### src/hw/rtl/wto_pkg.sv
package wto_pkg;

  // Table geometry and number formats
  localparam int TABLE_DEPTH   = 1024;
  localparam int SAMPLE_BITS   = 16;
  localparam int PHASE_BITS    = 32;
  localparam int FRAC_BITS     = 16;
  localparam int INC_FRAC_BITS = 40;
  localparam int FREQ_W        = 32;
  localparam int RECIP_W       = 32;
  localparam int LEN_W         = 11;
  localparam int TADDR_W       = 10;
  localparam int QUEUE_DEPTH   = 2;

  localparam logic [RECIP_W-1:0] RECIP_RESET = RECIP_W'(89478);
  localparam logic [LEN_W-1:0]   LEN_RESET   = LEN_W'(1024);

  // Register index, taken from paddr[2]
  localparam logic REG_RECIP = 1'b0;
  localparam logic REG_LEN   = 1'b1;

  localparam logic [1:0] MODE_PRODUCE = 2'd0;
  localparam logic [1:0] MODE_WRITE   = 2'd1;
  localparam logic [1:0] MODE_SET     = 2'd2;

  typedef enum logic [1:0] {
    CMD_PRODUCE = 2'd0,
    CMD_WRITE   = 2'd1,
    CMD_SET     = 2'd2
  } cmd_e;

  typedef struct packed {
    cmd_e                    kind;
    logic [FREQ_W-1:0]       frequency;
    logic [TADDR_W-1:0]      table_address;
    logic [SAMPLE_BITS-1:0]  table_data;
    logic [PHASE_BITS-1:0]   phase_value;
  } cmd_t;

  typedef struct packed {
    logic [RECIP_W-1:0] recip_sample_rate;
    logic [LEN_W-1:0]   table_length;
  } cfg_t;

endpackage

### src/hw/rtl/wto_queue.sv
module wto_queue (
  input  logic           clk_i,
  input  logic           rst_ni,
  input  logic           push_i,
  input  wto_pkg::cmd_t  cmd_i,
  output logic           full_o,
  input  logic           pop_i,
  output wto_pkg::cmd_t  head_o,
  output logic           empty_o
);

  localparam int PTR_W = (wto_pkg::QUEUE_DEPTH > 1) ? $clog2(wto_pkg::QUEUE_DEPTH) : 1;
  localparam int CNT_W = $clog2(wto_pkg::QUEUE_DEPTH + 1);
  localparam logic [PTR_W-1:0] LAST = PTR_W'(wto_pkg::QUEUE_DEPTH - 1);

  wto_pkg::cmd_t    slot_q [wto_pkg::QUEUE_DEPTH];
  logic [PTR_W-1:0] wr_q, wr_d, rd_q, rd_d;
  logic [CNT_W-1:0] cnt_q, cnt_d;

  assign full_o  = (cnt_q == CNT_W'(wto_pkg::QUEUE_DEPTH));
  assign empty_o = (cnt_q == '0);
  assign head_o  = slot_q[rd_q];

  always_comb begin
    wr_d  = wr_q;
    rd_d  = rd_q;
    cnt_d = cnt_q;
    if (push_i) begin
      wr_d = (wr_q == LAST) ? '0 : wr_q + 1'b1;
    end
    if (pop_i) begin
      rd_d = (rd_q == LAST) ? '0 : rd_q + 1'b1;
    end
    if (push_i && !pop_i) begin
      cnt_d = cnt_q + 1'b1;
    end else if (!push_i && pop_i) begin
      cnt_d = cnt_q - 1'b1;
    end
  end

  always_ff @(posedge clk_i or negedge rst_ni) begin
    if (!rst_ni) begin
      wr_q  <= '0;
      rd_q  <= '0;
      cnt_q <= '0;
    end else begin
      wr_q  <= wr_d;
      rd_q  <= rd_d;
      cnt_q <= cnt_d;
    end
  end

  always_ff @(posedge clk_i) begin
    if (push_i) begin
      slot_q[wr_q] <= cmd_i;
    end
  end

  a_cnt_bound: assert property (@(posedge clk_i) disable iff (!rst_ni)
    cnt_q <= CNT_W'(wto_pkg::QUEUE_DEPTH))
    else $error("queue count above depth");

  a_no_overflow: assert property (@(posedge clk_i) disable iff (!rst_ni)
    full_o |-> !push_i)
    else $error("push into full queue");

  a_no_underflow: assert property (@(posedge clk_i) disable iff (!rst_ni)
    empty_o |-> !pop_i)
    else $error("pop from empty queue");

endmodule

### config.mk
export PLATFORM = sky130hd
export DESIGN_NAME = wto_queue
export DESIGN_NICKNAME = d
export VERILOG_FILES = /design/src/hw/rtl/wto_pkg.sv /design/src/hw/rtl/wto_queue.sv
export SDC_FILE = /design/constraint.sdc
export NUM_CORES = 1
export LEC_CHECK = 0
export ABC_AREA = 1
export BUFFER_PORTS_ARGS = -buffer_cell sky130_fd_sc_hd__buf_2
export CAP_MARGIN = 20
export CORE_ASPECT_RATIO = 0.9
export CORE_MARGIN = 3
export CORE_UTILIZATION = 52
export DETAILED_ROUTE_END_ITERATION = 10
export PLACE_DENSITY = 0.86
export SYNTH_ARGS = -nofsm -noshare
export SYNTH_HDL_FRONTEND = slang
export SYNTH_SLANG_ARGS = --single-unit
export TNS_END_PERCENT = 10
### constraint.sdc
create_clock -name clk_i -period 6.78 [get_ports clk_i]
set_clock_uncertainty 0.1 [all_clocks]
set_input_delay 0 -clock clk_i [delete_from_list [all_inputs] [get_ports clk_i]]
set_output_delay 0 -clock clk_i [all_outputs]
set_load 0.02 [all_outputs]
=== After elaboration in Yosys (flattened, before gate mapping) ===
Memories as Yosys holds them, arrays and structs flattened.
Cells that the tools add are included.

* Reduce and logical (&&, ||, !) cells: 6
* Muxes and demuxes: 6
* Add/subtract/negate cells: 4
* Eq/ne operators: 1

{| class="wikitable"
|+ Operators by type and width
! cell !! number
|-
| $mux 1 || 4
|-
| $mux 2 || 2
|-
| $add 1x1->1 const B || 2
|-
| $add 2x1->2 const B || 1
|-
| $eq 2x2->1 const B || 1
|-
| $logic_and 1x1->1 || 2
|-
| $logic_not 1->1 || 2
|-
| $logic_not 2->1 || 1
|-
| $reduce_bool 2->1 || 1
|-
| $sub 2x1->2 const B || 1
|}

* Output and inout bits: 94
* Memories: 1
* Flip-flop bits (word level): 4
* Input port bits: 96
* Word-level logic and storage cells: 21
* Bits in writable memories: 184

{| class="wikitable"
|+ Memories
! memory !! depth !! bits a word !! rd ports !! clocked after Yosys merged registers in !! write ports !! line !! source
|-
| slot_q || 2 || 92 || 1 || 0 || 1 || wto_queue.sv:16 || <nowiki>wto_pkg::cmd_t slot_q [wto_pkg::QUEUE_DEPTH];</nowiki>
|}

=== Longest topological paths before layout ===
Gate-level depths: netlist (run 1).

* Word-level depth: 4
* Mapped depth: 7
* Mapped depth without buffers: 7

=== Worst setup path before layout (run 1) ===
OpenSTA, ideal clock, no wires.

* Kind: reg2reg
* From: reg wr_q
* To: mem slot_q[0][0] in the netlist's numbering (enable)
* Cell stages (with the launch flop): 2
* Buffers on the path: 0
* Arrival: 4.244 ns
* Period minus slack after synthesis: 4.889 ns
* Library setup time: 0.546 ns
* Required time: 6.134 ns
* Path slack: 1.891 ns
* Path through: dfrtp_1 nor2_1

{| class="wikitable"
|+ RTL lines
! item !! line !! source
|-
| start, declared || wto_queue.sv:17 || <nowiki>logic [PTR_W-1:0] wr_q, wr_d, rd_q, rd_d;</nowiki>
|-
| start signal, assigned || wto_queue.sv:47 || <nowiki>wr_q <= wr_d;</nowiki>
|-
| end, declared || wto_queue.sv:16 ||
|}

No word-level cell before the write port.

==> results of run 1 <==
## timing repair
action                                 CTS  global route
gates resized for setup                  0             0
hold buffers                            96             0
endpoints found under the hold margin  191             0
## layout by cell type (no fill, tap or decap)
master,netlist,final
clkinvlp_4,0,2
buf_4,1,3
bufinv_16,0,2
mux2_2,22,22
nor2_4,0,1
dfrtp_4,0,1
xnor2_1,1,1
clkinv_1,0,1
nand4_1,1,1
clkinv_2,0,4
inv_4,0,1
clkbuf_16,0,17
dfrtp_1,4,3
inv_1,7,6
mux2_4,70,70
buf_2,2,189
ha_1,1,1
nand2_1,5,5
xor2_1,2,2
clkbuf_1,0,4
nand3_1,1,1
nor2_1,3,2
buf_16,0,2
edfxtp_1,184,184
dlygate4sd3_1,0,96
## sequential cells by signal (all words and copies together) (netlist names)
signal  flops
rd_q        1
wr_q        1
cnt_q       2
slot_q    184
## metrics by stage
step                      std cells  utilization (%)  setup slack (ns)  hold slack [ns]  power [uW]
after global routing            785             75.0              4.09            0.194        4100
after floorplan                 311                -              1.89           -0.396        2630
after CTS                       784             74.8              3.89            0.191        3920
final                           785             75.0              4.19            0.208        3930
after detailed placement        658             63.3              4.34           -0.287        2970
after global placement          657             63.1              4.37           -0.293        2930
## cell usage after synthesis, drive strengths merged
cell	count	share of area, %
xor2	2	0.25
nand3	1	0.070
edfxtp	184	78
nor2	3	0.16
mux2	92	18
xnor2	1	0.12
buf	10	1.4
nand2	5	0.26
ha	1	0.18
inv	7	0.37
dfrtp	4	1.4
nand4	1	0.088
## report_power, final
part           total, uW  switching [uW]  internal, uW
sequential          1660             110          1550
clock                917             382           535
combinational       1350             741           612
total               3930            1230          2690
## metal layers
layer  vias to the layer above  track usage (%)  wire [um]  share of wire [%]
met3                        26             6.22        964                6.5
met1                      1915             22.5       5610                 38
met4                         0             6.51        313                2.1
met2                       168             37.1       8020                 54
li1                       1813                -          -                  -
met5                         -                0          0                  0
## critical path: stages (launching register included)
cell	delay [ns]
dfrtp_4	0.75
buf_4	0.33
buf_16	0.34
mux2_2	0.41
buf_2	0.16
## logic make-up after synthesis
logic type	Yosys count	share of synthesized area (%)
xor gates and xnor gates	3	0.369
adders and majority gates	1	0.176
buffers and inverters	17	1.72
DFF	188	78.9
muxes	92	18.2
and+or+nand+nor	10	0.579
## final cells by class
| cell class | instances | area [sq um] | area share, % |
|---|---|---|---|
| Sequential cell | 188 | 5630 | 57.6 |
| Timing Repair Buffer | 290 | 1980 | 20.3 |
| Tap cell | 164 | 205 | 2.10 |
| Inverter | 7 | 28.8 | 0.294 |
| Clock inverter | 9 | 98.8 | 1.01 |
| Multi-Input combinational cell | 106 | 1390 | 14.2 |
| Clock buffer | 21 | 440 | 4.51 |
## path summary, 6_finish.rpt
path	startpoint	end	slack [ns]
max	rd_q$_DFFE_PN0P_	head_o[78]	4.19
min	cmd_i[62]	slot_q[0][62]$_DFFE_PP_	0.21
max reg2reg	rd_q$_DFFE_PN0P_	rd_q$_DFFE_PN0P_	4.92
min reg2reg	cnt_q[1]$_DFFE_PN0P_	cnt_q[1]$_DFFE_PN0P_	0.43
max in group asynchronous	rst_ni	rd_q$_DFFE_PN0P_	5.97
min in group asynchronous	rst_ni	rd_q$_DFFE_PN0P_	0.41
==> results by group, run 1 <==
Logic synthesis
  – Syn Inst Count: roughly 310
  – Mean Syn Cell Area: approximately 23 sq um
  – Yosys warns: 0
  – Synthesized cell area: about 0.007 sq mm
  – Netlist cell types: 15
  – Seq/Total Area, Yosys: ~80%
  – Net Count, Synth: approximately 410
  – Flops & latches, synth: 188

Global routing
  – Initial antenna violation count: 0
  – Vias in the first global route: around 4,200
  – Overall Global Routing Usage: approximately a fifth
  – Largest net degree at the start of global routing: 66
  – GR Overflow Total: 0
  – First-pass GRT wire length: around 23,000 um

Final layout
  – Finished layout cell area: between 0.009 and 0.01 sq mm
  – Layout net count: approximately 710
  – Diode count: 0
  – Area grow syn2layout: 37.1%
  – Share of layout cells above drive strength 1: between 50% and 60%
  – Fillers: about 740

Place
  – Hpwl dp: between 8000 and 9000 um
  – Input/output buffers: 189
  – Gp weighted congestion: ~0.70
  – Placed instance area: between 0.008 and 0.009 sq mm

Drt
  – # DRC: 0
  – Via count: 3,922
  – Drt pass-1 iters: 4
  – DRT Wirelength: 14,900 um
  – Post-DRT Antenna Nets: 0
  – Vias per Instance: ~5.0
  – Wire length per cell: 19.0 um
  – Detailed Route Iter0 Violations: ~290

Clock network
  – Clock transition at path regs: 0.06 ns
  – Root buffer cell: clkbuf_16
  – Clk buf depth: 2
  – TritonCTS Buffers: 17
  – CTS tree: done
  – # clock sinks: approximately 190
  – Postcts setup bufs: 0
  – Clock latency on the worst-skew pair: a little over 0.4 ns
  – Htree depth: 4

Pwr
  – P_leak: approximately 0.0040 uW
  – Pwr/cell area: approximately 400 mW/mm^2
  – Maximum vdd drop: about 0.00032 V

Die
  – Core area: roughly 0.013 sq mm
  – Die Span X: between 100 and 150 um
  – Std-Cell Rows: 39
  – Starting Density: around 55%
  – I/O pin count: 190
  – Vert. Die Dim: between 100 and 150 um
  – DIE AREA: 0.0151 sq mm

Timing
  – Max Fclk: about 390 MHz
  – Slew @ Worst Pin: between 0.6 and 0.7 ns
  – Fin Setup TNS: 0 ns
  – Min cycle time layout: between 2 and 3 ns
  – Final Hold Fails: 0
  – Final Max Tran Viols: 0
  – Worst relative slew slack: between 50% and 60%
  – RSZ-0062 raised after global routing: no
  – Final setup fails: 0
  – Crit share post-route: 38.2%

Critical path
  – Worst EP required: roughly 6.7 ns
  – Startpoint Class: flip-flop
  – CP arrival: approximately 2.5 ns
  – Max FO, Critical Path: between 50 and 60
  – Worst reg-to-reg path cell count: 3
  – Critical path type: reg -> out
  – CP endpoint kind: primary output

Run status
  – Status: finished clean

Job
  – MaxCap Viol Count: 0

Min path
  – Hold Path Cell Cnt: 2
  – Hold WC Path Type: in -> reg
Note: power is estimated with default switching activity, not from simulation.
==> run 2, diff against run 1 <==
- ABC_AREA: 1 -> 0
- clock period: 6.78 -> 2.6 ns (I/O delays scaled with it)
==> results by group, run 2 <==
Timing
  – Worst relative slew slack: 49.5% (-5.8 points)
  – Crit share post-route: between 70% and 80%
  – Slew @ Worst Pin: 0.757 ns (+0.0864 ns)
  – Final Max Tran Viols: 0 (unchanged)
  – Final setup fails: 0 (unchanged)
  – Worst setup margin: 0.684 ns (-3.51 ns)
  – Max Fclk: between 500 and 600 MHz
  – Fin Setup TNS: 0 ns (unchanged)
  – RSZ-0062 raised after global routing: no
  – Final Hold Fails: 0 (unchanged)
  – Min cycle time layout: 1.92 ns

Clock network
  – Post-cts resize count: 0 (unchanged)
  – Clk buf depth: 2 (unchanged)
  – Postcts setup bufs: 0 (unchanged)
  – Clock transition at path regs: 0.06 ns (about the same)
  – Clock latency on the worst-skew pair: 0.43 ns (+0.02 ns)
  – Htree depth: 4 (unchanged)
  – CTS tree: done
  – TritonCTS Buffers: 17 (unchanged)
  – # clock sinks: 188 (unchanged)
  – Root buffer cell: clkbuf_16

Logic synthesis
  – Ys async rst share: 2.13% (unchanged)
  – Top-count cell post-synth: edfxtp_1
  – Mean Syn Cell Area: 23.5 sq um (+2.7%)
  – Yosys warns: 0 (unchanged)
  – Synthesized cell area: 0.00711 sq mm (-0.28%)
  – Synth area leader: edfxtp_1
  – Dominant cells by area after synthesis: edfxtp_1 (78%), mux2_4 (15%), mux2_2 (3.5%)
  – Most instantiated cells after synthesis: edfxtp_1 (184), mux2_4 (70), mux2_2 (22)
  – Flops & latches, synth: 188 (unchanged)
  – Main synth FF type: edfxtp_1
  – Syn Inst Count: 302 (-2.9%)
  – Netlist cell types: 14 (-1)
  – Net Count, Synth: 399 (-2.2%)
  – Seq/Total Area, Yosys: 79.2% (+0.22 points)
  – Post-synth EDFFs: 184 (unchanged)
  – Post-synth top area share: 77.7% (+0.22 points)

Drt
  – Drt pass-1 iters: 4 (unchanged)
  – Post-DRT Antenna Nets: 0 (unchanged)
  – Wire length per cell: 19.0 um (about the same)
  – # DRC: 0 (unchanged)
  – Via count: 3,905 (-0.43%)
  – Vias per Instance: 5.01 (+0.33%)
  – Detailed Route Iter0 Violations: 245 (-16%)
  – DRT Wirelength: 14,800 um (-0.86%)

Die
  – Std-Cell Rows: 39 (unchanged)
  – Vert. Die Dim: 117 um (-0.13%)
  – Die Span X: 129 um (-0.13%)
  – Core area: 0.0130 sq mm (unchanged)
  – I/O pin count: 190 (unchanged)
  – Starting Density: 54.5% (-0.15 points)
  – DIE AREA: 0.0151 sq mm (-0.26%)

Place
  – Input/output buffers: 189 (unchanged)
  – Placed cell count: 652 (-0.91%)
  – Placed instance area: 0.00827 sq mm (+0.24%)
  – Worst slack at placement: 0.924 ns (-3.41 ns)
  – Hpwl dp: 8470 um (+1.0%)
  – Gp weighted congestion: 0.711 (+1.1%)

Pwr
  – Maximum vdd drop: 0.000731 V (+130%)
  – Power Total: 10,200 uW (+160%)
  – Pwr/cell area: 1040 mW/mm^2 (+160%)
  – P_leak: 0.00393 uW (-0.77%)

Final layout
  – Number of flip-flops in the largest register: 184 (unchanged)
  – Biggest regs: slot_q x184, cnt_q x2
  – Layout net count: 700 (-0.99%)
  – Fillers: 712 (-3.4%)
  – Non-Filler Instances: 779 (-0.76%)
  – Largest Register: slot_q
  – Area grow syn2layout: 37.1% (about the same)
  – Finished layout cell area: 0.00974 sq mm (-0.29%)
  – Most common cell after layout, fill and taps aside: buf_2
  – Share of layout cells above drive strength 1: 51.4% (+0.82 points)
  – Commonest non-fill, non-tap cells in the layout: buf_2 (189), edfxtp_1 (184), dlygate4sd3_1 (96), mux2_4 (70), mux2_2 (22)

Global routing
  – First-pass GRT wire length: 21,900 um (-3.1%)
  – Initial antenna violation count: 0 (unchanged)
  – Vias in the first global route: 4,195 (-1.3%)
  – GR Overflow Total: 0 (unchanged)
  – Overall Global Routing Usage: 19.8% (-0.34 points)
  – Largest net degree at the start of global routing: 60 (-9.1%)

Critical path
  – Critical path type: reg -> out
  – R2r setup slk: 0.93 ns (-3.99 ns)
  – CP endpoint kind: primary output
  – Startpoint Class: flip-flop
  – Crit path from: rd_q$_DFFE_PN0P_
  – Worst EP required: 2.50 ns (-4.18 ns)
  – FF-to-FF Start: wr_q$_DFFE_PN0P_
  – Max FO, Critical Path: 59 (+3.5%)
  – CP arrival: 1.82 ns (-0.67 ns)

Min path
  – Critical hold path startpoint: cmd_i[71]
  – Hold WC Path Type: in -> reg

Run status
  – Status: finished clean

Job
  – MaxCap Viol Count: 0 (unchanged)
-- run 2: changes by cell type in the layout (fill, tap and decap cells not counted), moves of 2 or more --
cell,delta
inv_1,-5
nand2_1,-5
buf_12,+3
buf_16,-2
diode_2,+2
xor2_1,+2
-- run 2: kinds of logic (layout without fill, tap and decap cells) --
group,after synthesis,in the layout,synth area share (%)
flops,188,188,79.2
mux,92,92,18.3
buf+inv,11,322,1.41
xor+xnor,5,5,0.616
simple gates,5,5,0.370
fa+ha+maj,1,1,0.176
other cells,0,2,0
-- run 2: cell type report --
type,count,area (sq um),share of cell area (%)
Multi-Input combinational cell,103,1390,14.3
Sequential cell,188,5630,57.8
Timing Repair Buffer,292,2000,20.5
Clock buffer,20,437,4.48
Clock inverter,9,76.3,0.783
Antenna cell,2,5.00,0.0514
Tap cell,164,205,2.11
Inverter,1,3.75,0.0385
-- run 2: metal layers --
metal / GRT usage (%) / wire length [um] / part of all wire, %
met1: 21.7 / 5670 / 38
met3: 8.21 / 1090 / 7.4
met4: 7.70 / 280 / 1.9
met5: 0 / 0 / 0
met2: 34.7 / 7740 / 52
-- run 2: worst paths after layout --
| path | to | depth (start not counted) |
|---|---|---|
| worst max-delay path | head_o[77] | 3 |
| worst min-delay path | slot_q[1][71]$_DFFE_PP_ | 2 |
| worst max register to register | slot_q[0][20]$_DFFE_PP_ | 2 |
| worst min register to register | cnt_q[1]$_DFFE_PN0P_ | 1 |
| max in group asynchronous | rd_q$_DFFE_PN0P_ | 3 |
| min in group asynchronous | cnt_q[0]$_DFFE_PN0P_ | 3 |
-- run 2: report_power, final --
part	leakage, uW	internal, uW	switching (uW)
clock network	0.000246	1290	1020
registers	0.00177	4030	179
logic	0.00191	1610	2020
-- run 2: what timing repair did --
action                     4_1_cts  5_1_grt
hold endpoints to repair       191        0
setup endpoints to repair        0        0
hold buffers                    96        0
-- run 2: worst max-delay path: stages (launching register included) --
cell     delay, ns
dfrtp_4       0.44
buf_12        0.34
mux2_2        0.40
buf_2         0.16
-- run 2: per-stage QoR --
stage / hold WS (ns) / util (%)
floorplan: -0.396 / -
global placement: -0.295 / 63.4
detailed placement: -0.289 / 63.4
CTS: 0.178 / 74.8
global route: 0.187 / 74.8
finish: 0.188 / 74.8
